### config.mk
export PLATFORM = sky130hd
export DESIGN_NAME = e2q_front
export DESIGN_NICKNAME = d
export VERILOG_FILES = /design/src/design/e2q_pkg.sv /design/src/design/e2q_front.sv
export SDC_FILE = /design/constraint.sdc
export NUM_CORES = 1
export LEC_CHECK = 0
export BUFFER_PORTS_ARGS = -buffer_cell sky130_fd_sc_hd__buf_2
export CAP_MARGIN = 40
export CORE_MARGIN = 10
export CORE_UTILIZATION = 51
export CTS_CLUSTER_DIAMETER = 60
export DETAILED_ROUTE_END_ITERATION = 6
export PLACE_DENSITY = 0.75
export RECOVER_POWER = 25
export SLEW_MARGIN = 30
export SYNTH_ARGS = -nofsm -noshare
export SYNTH_HDL_FRONTEND = slang
export SYNTH_SLANG_ARGS = --single-unit
### constraint.sdc
create_clock -name clock -period 2.3 [get_ports clock]
set_clock_uncertainty 0.05 [all_clocks]
set_input_delay 0.345 -clock clock [delete_from_list [all_inputs] [get_ports clock]]
set_output_delay 0.345 -clock clock [all_outputs]
set_load 0.05 [all_outputs]
### src/design/e2q_pkg.sv
`timescale 1ns / 1ps
`default_nettype none
package e2q_pkg;
   localparam int ANGLE_BITS = 16;
   localparam int FRAC_BITS = 14;
   localparam int CORDIC_STEPS = 16;
   localparam int OUT_BITS = FRAC_BITS + 2;
   localparam int WORK_FRAC = 30;
   localparam int ZW = 41;
   localparam int XW = 33;
   localparam int PW = 32;
   localparam int SW = 34;
   localparam int QDEPTH = 4;
   localparam int QAW = 2;
   localparam logic signed [XW-1:0] CORDIC_GAIN = XW'(652032874);

   typedef struct packed {
      logic [ANGLE_BITS-1:0] roll;
      logic [ANGLE_BITS-1:0] pitch;
      logic [ANGLE_BITS-1:0] yaw;
   } angles_type;

   typedef struct packed {
      logic valid;
      logic almost_full;
   } qstat_type;

   function automatic logic signed [ZW-1:0] atan_entry(input int i);
      logic [31:0] t;
      begin
         case (i)
            0: t = 32'h20000000; 1: t = 32'h12E4051D; 2: t = 32'h09FB385B;
            3: t = 32'h051111D4; 4: t = 32'h028B0D43; 5: t = 32'h0145D7E1;
            6: t = 32'h00A2F61E; 7: t = 32'h00517C55; 8: t = 32'h0028BE53;
            9: t = 32'h00145F2F; 10: t = 32'h000A2F98; 11: t = 32'h000517CC;
            12: t = 32'h00028BE6; 13: t = 32'h000145F3; 14: t = 32'h0000A2F9;
            15: t = 32'h0000517C; 16: t = 32'h000028BE; 17: t = 32'h0000145F;
            18: t = 32'h00000A2F; 19: t = 32'h00000517; 20: t = 32'h0000028B;
            21: t = 32'h00000145; 22: t = 32'h000000A2; 23: t = 32'h00000051;
            24: t = 32'h00000028; 25: t = 32'h00000014; 26: t = 32'h0000000A;
            27: t = 32'h00000005; 28: t = 32'h00000002; 29: t = 32'h00000001;
            default: t = 32'h0;
         endcase
         atan_entry = {1'b0, t, 8'h00};
      end
   endfunction

   function automatic logic signed [OUT_BITS-1:0] finish(input logic signed [SW-1:0] v);
      logic signed [SW-1:0] r;
      begin
         r = (v + SW'(1 << (WORK_FRAC - FRAC_BITS - 1))) >>> (WORK_FRAC - FRAC_BITS);
         if (r > SW'(1 << FRAC_BITS)) r = SW'(1 << FRAC_BITS);
         if (r < -SW'(1 << FRAC_BITS)) r = -SW'(1 << FRAC_BITS);
         finish = r[OUT_BITS-1:0];
      end
   endfunction
endpackage
`default_nettype wire

### src/design/e2q_front.sv
`timescale 1ns / 1ps
`default_nettype none
module e2q_front (
   input  wire logic clock,
   input  wire logic reset,
   input  wire logic push,
   input  wire e2q_pkg::angles_type push_data,
   input  wire logic pop,
   output e2q_pkg::angles_type pop_data,
   output e2q_pkg::qstat_type status
);
   e2q_pkg::angles_type mem_ff [e2q_pkg::QDEPTH];
   logic [e2q_pkg::QAW-1:0] wr_ff, wr_in, rd_ff, rd_in;
   logic [e2q_pkg::QAW:0] cnt_ff, cnt_in;
   logic do_pop;

   assign do_pop = pop && (cnt_ff != '0);
   assign wr_in = push ? wr_ff + 1'b1 : wr_ff;
   assign rd_in = do_pop ? rd_ff + 1'b1 : rd_ff;
   assign cnt_in = cnt_ff + (push ? 1'b1 : 1'b0) - (do_pop ? 1'b1 : 1'b0);
   assign pop_data = mem_ff[rd_ff];
   assign status.valid = cnt_ff != '0;
   assign status.almost_full = cnt_ff >= (e2q_pkg::QAW+1)'(e2q_pkg::QDEPTH - 1);

   always_ff @(posedge clock) begin
      if (push) mem_ff[wr_ff] <= push_data;
      if (reset) begin
         wr_ff <= '0;
         rd_ff <= '0;
         cnt_ff <= '0;
      end else begin
         wr_ff <= wr_in;
         rd_ff <= rd_in;
         cnt_ff <= cnt_in;
      end
   end
endmodule
`default_nettype wire

==> run summary, run 1 <==
proportion of layout cells with a drive suffix above 1 - 40.1%
endpoint type of the worst setup path - output port
ys async rst share - 0%
post-route setup slack - -0.00948 ns
largest net degree at the start of global routing - 26
GR Util All Layers - 13.7%
Worst path slowest cell - mux4_2
Tmin final - 2.31 ns
Distinct cells, synth - 21
Via density - 5.51
H-tree depth - 1
R2R Path End - cnt_ff[2]$_SDFF_PP0_
Design Area, Final - 0.00920 mm²
total die area - 0.0197 mm²
peak supply drop - 0.957 mV
Starting Density - 52.7%
crit path capture - pop_data[17]
hpwl dp - 8.66 mm
area grow syn2layout - 24.4%
worst hold path class - in2reg
CTS buffer count - 21
Worst Path Required - 1.90 ns
total wire length - 13.8 mm
Reg2Reg Launch Point - cnt_ff[1]$_SDFF_PP0_
GR Overflow Total - 0
Post-synth EDFFs - 192
failing checks - negative setup slack
Worst-path clk slew - 0.06 ns
Rows - 43
clk buf depth - 3
Top FF cell, synth - edfxtp_1
drc violations - 0
Chip Height - 140 µm
detailed-router iteration count before antenna repair - 4
synthesized flop and latch total - 201
post-synth top area share - 77.9%
Max-slew headroom - 66.1%
unrepaired setup endpoints after global routing - true
cell leakage power - 3.11 nW
number of I/O port buffers - 101
cell taking the most area after synthesis - edfxtp_1
final hold violation count - 0
number of global-route vias before repair - 3848
most common cell in the netlist - edfxtp_1
synthesized instance count - 299
slew at the pin with the worst max-slew slack - 0.502 ns
CTS tree - built
Synth top cells by count - edfxtp_1, mux4_2, dfxtp_1
CP startpoint kind - register
status - complete, but fails checks
worst path arrival time - 1.91 ns
Synth Cell Area - 0.00740 mm²
first-pass GRT wire length - 21.4 mm
Net Count, Synth - 359
initial antenna violation count - 0
CP Cell Sequence - buf_4 -> clkbuf_16 -> mux4_2 -> buf_6
Crit Path Class - reg2out
worst-skew pair later-pin latency - 0.48 ns
Largest stage delay, worst path - 0.53 ns
sequential share of the synthesized area - 80.4%
max cap viols - 0
die width - 140 µm
DRT iter0 DRCs - 192
final slew viol count - 0
CP max FO - 8
Reg2Reg Setup Slack - 0.29 ns
vias post-DR - 3463
Reg2Reg Depth - 7
routability cong. - 0.723
Finish-stage setup viols - 1
total of warnings raised by yosys - 0
ranking of synthesized cells by area - edfxtp_1, mux4_2, dfxtp_1, ha_1, buf_6
Avg Synthesized Cell Area - 24.7 µm²
dpl cells - 581
fin cells - 629
Core Region - 0.0140 mm²
Top Ports - 102
Max Fclk - 433 MHz
period utilization - 100%
Antenna Diode Count - 0
total clock sinks - 201
root buffer cell - clkbuf_16
Post-DP Area - 0.00828 mm²
PwrDens - 1130 mW/mm²
DR WL/cell - 21.9 µm
# nets final - 494
post-route ant nets - 0
Hold-fix buffers, CTS - 0
==> what timing repair did <==
item                                    CTS  global route
endpoints found under the setup margin   40            32
setup buffers                             3             4
pin swaps                                 0             0
gates resized for setup                  27            40
gates cloned                              1             2
==> per-stage QoR <==
step | worst slack [ns] | utilization [%] | power (mW) | TNS [ns] | hold WS [ns]
finish | -0.00948 | 65.5 | 10.4 | -0.00948 | 0.0326
global placement | 0.371 | 59.0 | 6.96 | 0 | 0.477
floorplan | 0.150 | - | 6.40 | 0 | 0.394
global route | -0.0702 | 65.5 | 10.8 | -1.18 | 0.0300
CTS | -0.0664 | 64.4 | 10.3 | -0.587 | 0.00712
detailed placement | 0.304 | 59.0 | 7.01 | 0 | 0.495
==> power breakdown <==
group	leakage, nW	switching (mW)	internal, mW
combinational	0.960	1.80	1.20
clock	0.311	1.28	1.80
sequential	1.84	0.0864	4.23
total	3.11	3.17	7.23
==> state kept, by name (all words and copies together), names as in the netlist, named ones only <==
name,cells
mem_ff,192
cnt_ff,3
rd_ff,2
wr_ff,2
==> area by class of cell <==
type                    instances  area (µm²)
clock inverters                12        92.6
inverters                       7        26.3
multi-input cells              80        1360
fillers                       934        4840
repair buffers                123        1010
well taps                     180         225
clock buffers                  26         544
flip-flops and latches        201        5950
==> worst min-delay path by stage <==
stage / startpoint / end / cells past startpoint
after floorplan: push_data[0] / mem_ff[0][0]$_DFFE_PP_ / 0
after global placement: wr_ff[1]$_SDFFE_PP0P_ / wr_ff[1]$_SDFFE_PP0P_ / 2
after detailed placement: wr_ff[1]$_SDFFE_PP0P_ / wr_ff[1]$_SDFFE_PP0P_ / 2
after CTS: push_data[13] / mem_ff[3][13]$_DFFE_PP_ / 1
after global routing: push_data[45] / mem_ff[0][45]$_DFFE_PP_ / 1
final: push_data[2] / mem_ff[0][2]$_DFFE_PP_ / 1
==> cell usage in the layout (no fill, tap or decap), types with 5 or more instances in the layout <==
master,Yosys,routed
buf_4,2,10
edfxtp_1,192,192
clkbuf_16,0,23
mux4_2,48,48
nor2_1,5,5
buf_6,3,28
ha_1,7,7
clkbuf_1,3,32
buf_12,0,11
inv_1,7,7
buf_2,3,44
clkinv_1,0,6
dfxtp_1,9,7
==> critical path, delay by kind of cell (launching register included) <==
kind	cells	cell delay [ns]
multiplexers	1	0.53
buffers and inverters	3	0.47
flip-flops	1	0.44
==> routing by layer <==
metal / GRT usage (%) / routed length (µm) / vias up
li1: - / - / 1532
met1: 17.5 / 5770 / 1804
met2: 22.4 / 6860 / 108
met3: 4.09 / 917 / 19
met4: 3.26 / 211 / 0
met5: 0 / 0 / -
==> kinds of logic after synthesis <==
family	synth area share (%)
buffers and inverters	1.37
DFF	80.4
xor gates and xnor gates	0.237
muxes	15.2
and+or+nand+nor	1.05
adders and majority gates	1.45
AOI/OAI and AO/OA	0.304
No activity file was read; power rests on OpenSTA's default activity.
==> run 2, diff against run 1 <==
BUFFER_PORTS_ARGS = -buffer_cell sky130_fd_sc_hd__buf_4   (was -buffer_cell sky130_fd_sc_hd__buf_2)
==> run 2 against run 1 <==
Net effect:
- the run now ends clean
- clock power grew 4%
- core utilization shrank 0.93 points
- first-iteration DRC count grew 36%
- global-route usage grew 0.27 points
- sequential power is essentially flat
- register-to-register slack gained 0.06 ns
- non-clock buffer count shrank 7
- cell count shrank 1.3%
- power shrank 0.36%
- sequential share of layout area grew 0.93 points
- critical endpoint is now pop_data[2]
- highest routed layer unchanged
==> run summary, run 2 (synthesized netlist as in run 1, its figures left out) <==
setup TNS - 0 ns (+0.00948 ns)
drc violations - 0 (unchanged)
Finish-stage setup viols - 0 (-1)
total wire length - 13.7 mm (-0.44%)
proportion of layout cells with a drive suffix above 1 - 38.3% (-1.8 points)
GR Util All Layers - 13.9% (+0.27 points)
largest net degree at the start of global routing - 40 (+54%)
CTS buffer count - 21 (unchanged)
status - finished, final reports clean
Largest Register - mem_ff
DR WL/cell - 22.1 µm (+0.84%)
hpwl dp - 8.73 mm (+0.86%)
Top Ports - 102 (unchanged)
detailed-router iteration count before antenna repair - 4 (unchanged)
Worst-path clk slew - 0.06 ns (about the same)
worst-skew pair later-pin latency - 0.47 ns (about the same)
Via density - 5.48 (-0.53%)
internal power - 7.28 mW (+0.72%)
slew at the pin with the worst max-slew slack - 0.456 ns (-0.0460 ns)
post-route ant nets - 0 (unchanged)
Met1 Wirelength - 5.88 mm (+1.9%)
hold path depth - 1 (unchanged)
Top Metal Used - met4
endpoint type of the worst setup path - output port
Chip Height - 140 µm (unchanged)
number of global-route vias before repair - 3846 (-0.052%)
Reg area - 0.00595 mm² (unchanged)
worst path arrival time - 1.83 ns (-0.08 ns)
Starting Density - 52.7% (unchanged)
Tmin final - 2.22 ns (-0.0886 ns)
worst hold path class - in2reg
sw frac - 29.7% (-0.75 points)
cell leakage power - 3.04 nW (-2.2%)
unrepaired setup endpoints after global routing - false
routability cong. - 0.742 (+2.6%)
total die area - 0.0197 mm² (unchanged)
Rows - 43 (unchanged)
Crit Path Class - reg2out
Worst Path Required - 1.90 ns (about the same)
biggest regs - mem_ff x192, cnt_ff x3
Hold-fix buffers, CTS - 0 (unchanged)
period utilization - 96.6% (-3.9 points)
Reg2Reg Depth - 7 (unchanged)
Max Fclk - 450 MHz (+4.0%)
CTS tree - built
multi-input logic area - 0.00136 mm² (unchanged)
Antenna Diode Count - 0 (unchanged)
number of I/O port buffers - 101 (unchanged)
most frequent cells in the layout - edfxtp_1, buf_4, mux4_2
CP max FO - 13 (+5)
die width - 140 µm (unchanged)
PwrDens - 1140 mW/mm² (+1.1%)
first-pass GRT wire length - 21.8 mm (+1.6%)
register share of total power - 41.6% (about the same)
FILL cells - 932 (-0.21%)
met3 routed WL - 800 µm (-13%)
H-tree depth - 1 (unchanged)
CP startpoint kind - register
most common cell after layout, fill and taps aside - edfxtp_1
Max-slew headroom - 69.2% (+3.1 points)
max cap viols - 0 (unchanged)
clock share of power - 31.0% (+1.4 points)
area grow syn2layout - 22.7%
Core Region - 0.0140 mm² (unchanged)
total power - 10.4 mW (-0.36%)
met2 wire len - 6.86 mm (about the same)
vias post-DR - 3401 (-1.8%)
# nets final - 487 (-1.4%)
Largest register FFs - 192 (unchanged)
final slew viol count - 0 (unchanged)
DRT iter0 DRCs - 261 (+36%)
initial antenna violation count - 0 (unchanged)
total clock sinks - 201 (unchanged)
GR Overflow Total - 0 (unchanged)
Comb power frac - 27.4% (-1.5 points)
root buffer cell - clkbuf_16
final hold violation count - 0 (unchanged)
clk buf depth - 3 (unchanged)
peak supply drop - 0.802 mV (-16%)
net load switching power - 3.08 mW (-2.8%)
-- run 2: cell types whose count changed in the layout (fill, tap and decap cells not counted), moves of 2 or more --
cell | previous run | this run
buf_12 | 11 | 7
buf_2 | 44 | 0
buf_4 | 10 | 75
buf_6 | 28 | 3
clkbuf_1 | 32 | 37
clkbuf_16 | 23 | 21
clkbuf_8 | 0 | 2
clkinv_1 | 6 | 4
clkinv_2 | 3 | 1
-- run 2: worst max-delay path: stages, from the launching register on --
cell	delay, ns
dfxtp_4	0.42
buf_12	0.18
mux4_2	0.53
buf_4	0.21
-- run 2: final timing paths --
check / startpoint / to / slack [ns]
worst max-delay path: register / pop_data[2] / 0.08
worst min register to register: wr_ff[1]$_SDFFE_PP0P_ / wr_ff[1]$_SDFFE_PP0P_ / 0.52
worst max register to register: cnt_ff[1]$_SDFF_PP0_ / cnt_ff[2]$_SDFF_PP0_ / 0.35
worst min-delay path: push_data[12] / mem_ff[0][12]$_DFFE_PP_ / 0.03
-- run 2: repair_timing --
action	4_1_cts	5_1_grt
pin swaps	0	0
endpoints found under the setup margin	40	3
gates resized for setup	0	3
hold endpoints to repair	0	0
buffers inserted	4	0
-- run 2: area by class of cell --
type | count | area share [%]
timing repair buffer | 116 | 9.40
clock buffer | 29 | 6.34
multi-input combinational | 80 | 14.9
clock inverter | 8 | 0.965
sequential | 201 | 65.6
tap | 180 | 2.48
inverter | 7 | 0.290
-- run 2: layer usage --
metal	GRT usage, %	vias to the layer above
li1	-	1511
met1	17.7	1772
met2	23.4	100
met3	3.85	18
met4	2.93	0
met5	0	-
-- run 2: power by group through the flow --
| stage | combinational, mW | clock [mW] | sequential (mW) |
|---|---|---|---|
| 6_report | 2.84 | 3.21 | 4.31 |
| 5_1_grt | 3.00 | 3.45 | 4.33 |
| 4_1_cts | 2.90 | 3.29 | 4.32 |
| 3_5_place_dp | 2.83 | 0 | 4.42 |
| 3_3_place_gp | 2.80 | 0 | 4.40 |
| 2_1_floorplan | 2.04 | 0 | 4.35 |
-- run 2: stage by stage --
step | utilization (%) | setup slack (ns) | hold slack, ns | instances | cell area (µm²)
after floorplan | - | 0.150 | 0.394 | 299 | 7400
after global placement | 60.4 | 0.403 | 0.482 | 580 | 8490
after detailed placement | 60.4 | 0.354 | 0.500 | 580 | 8490
after CTS | 65.4 | 0.0326 | 0.00731 | 621 | 9180
after global routing | 64.6 | 0.00200 | 0.0177 | 621 | 9070
final | 64.6 | 0.0791 | 0.0310 | 621 | 9070
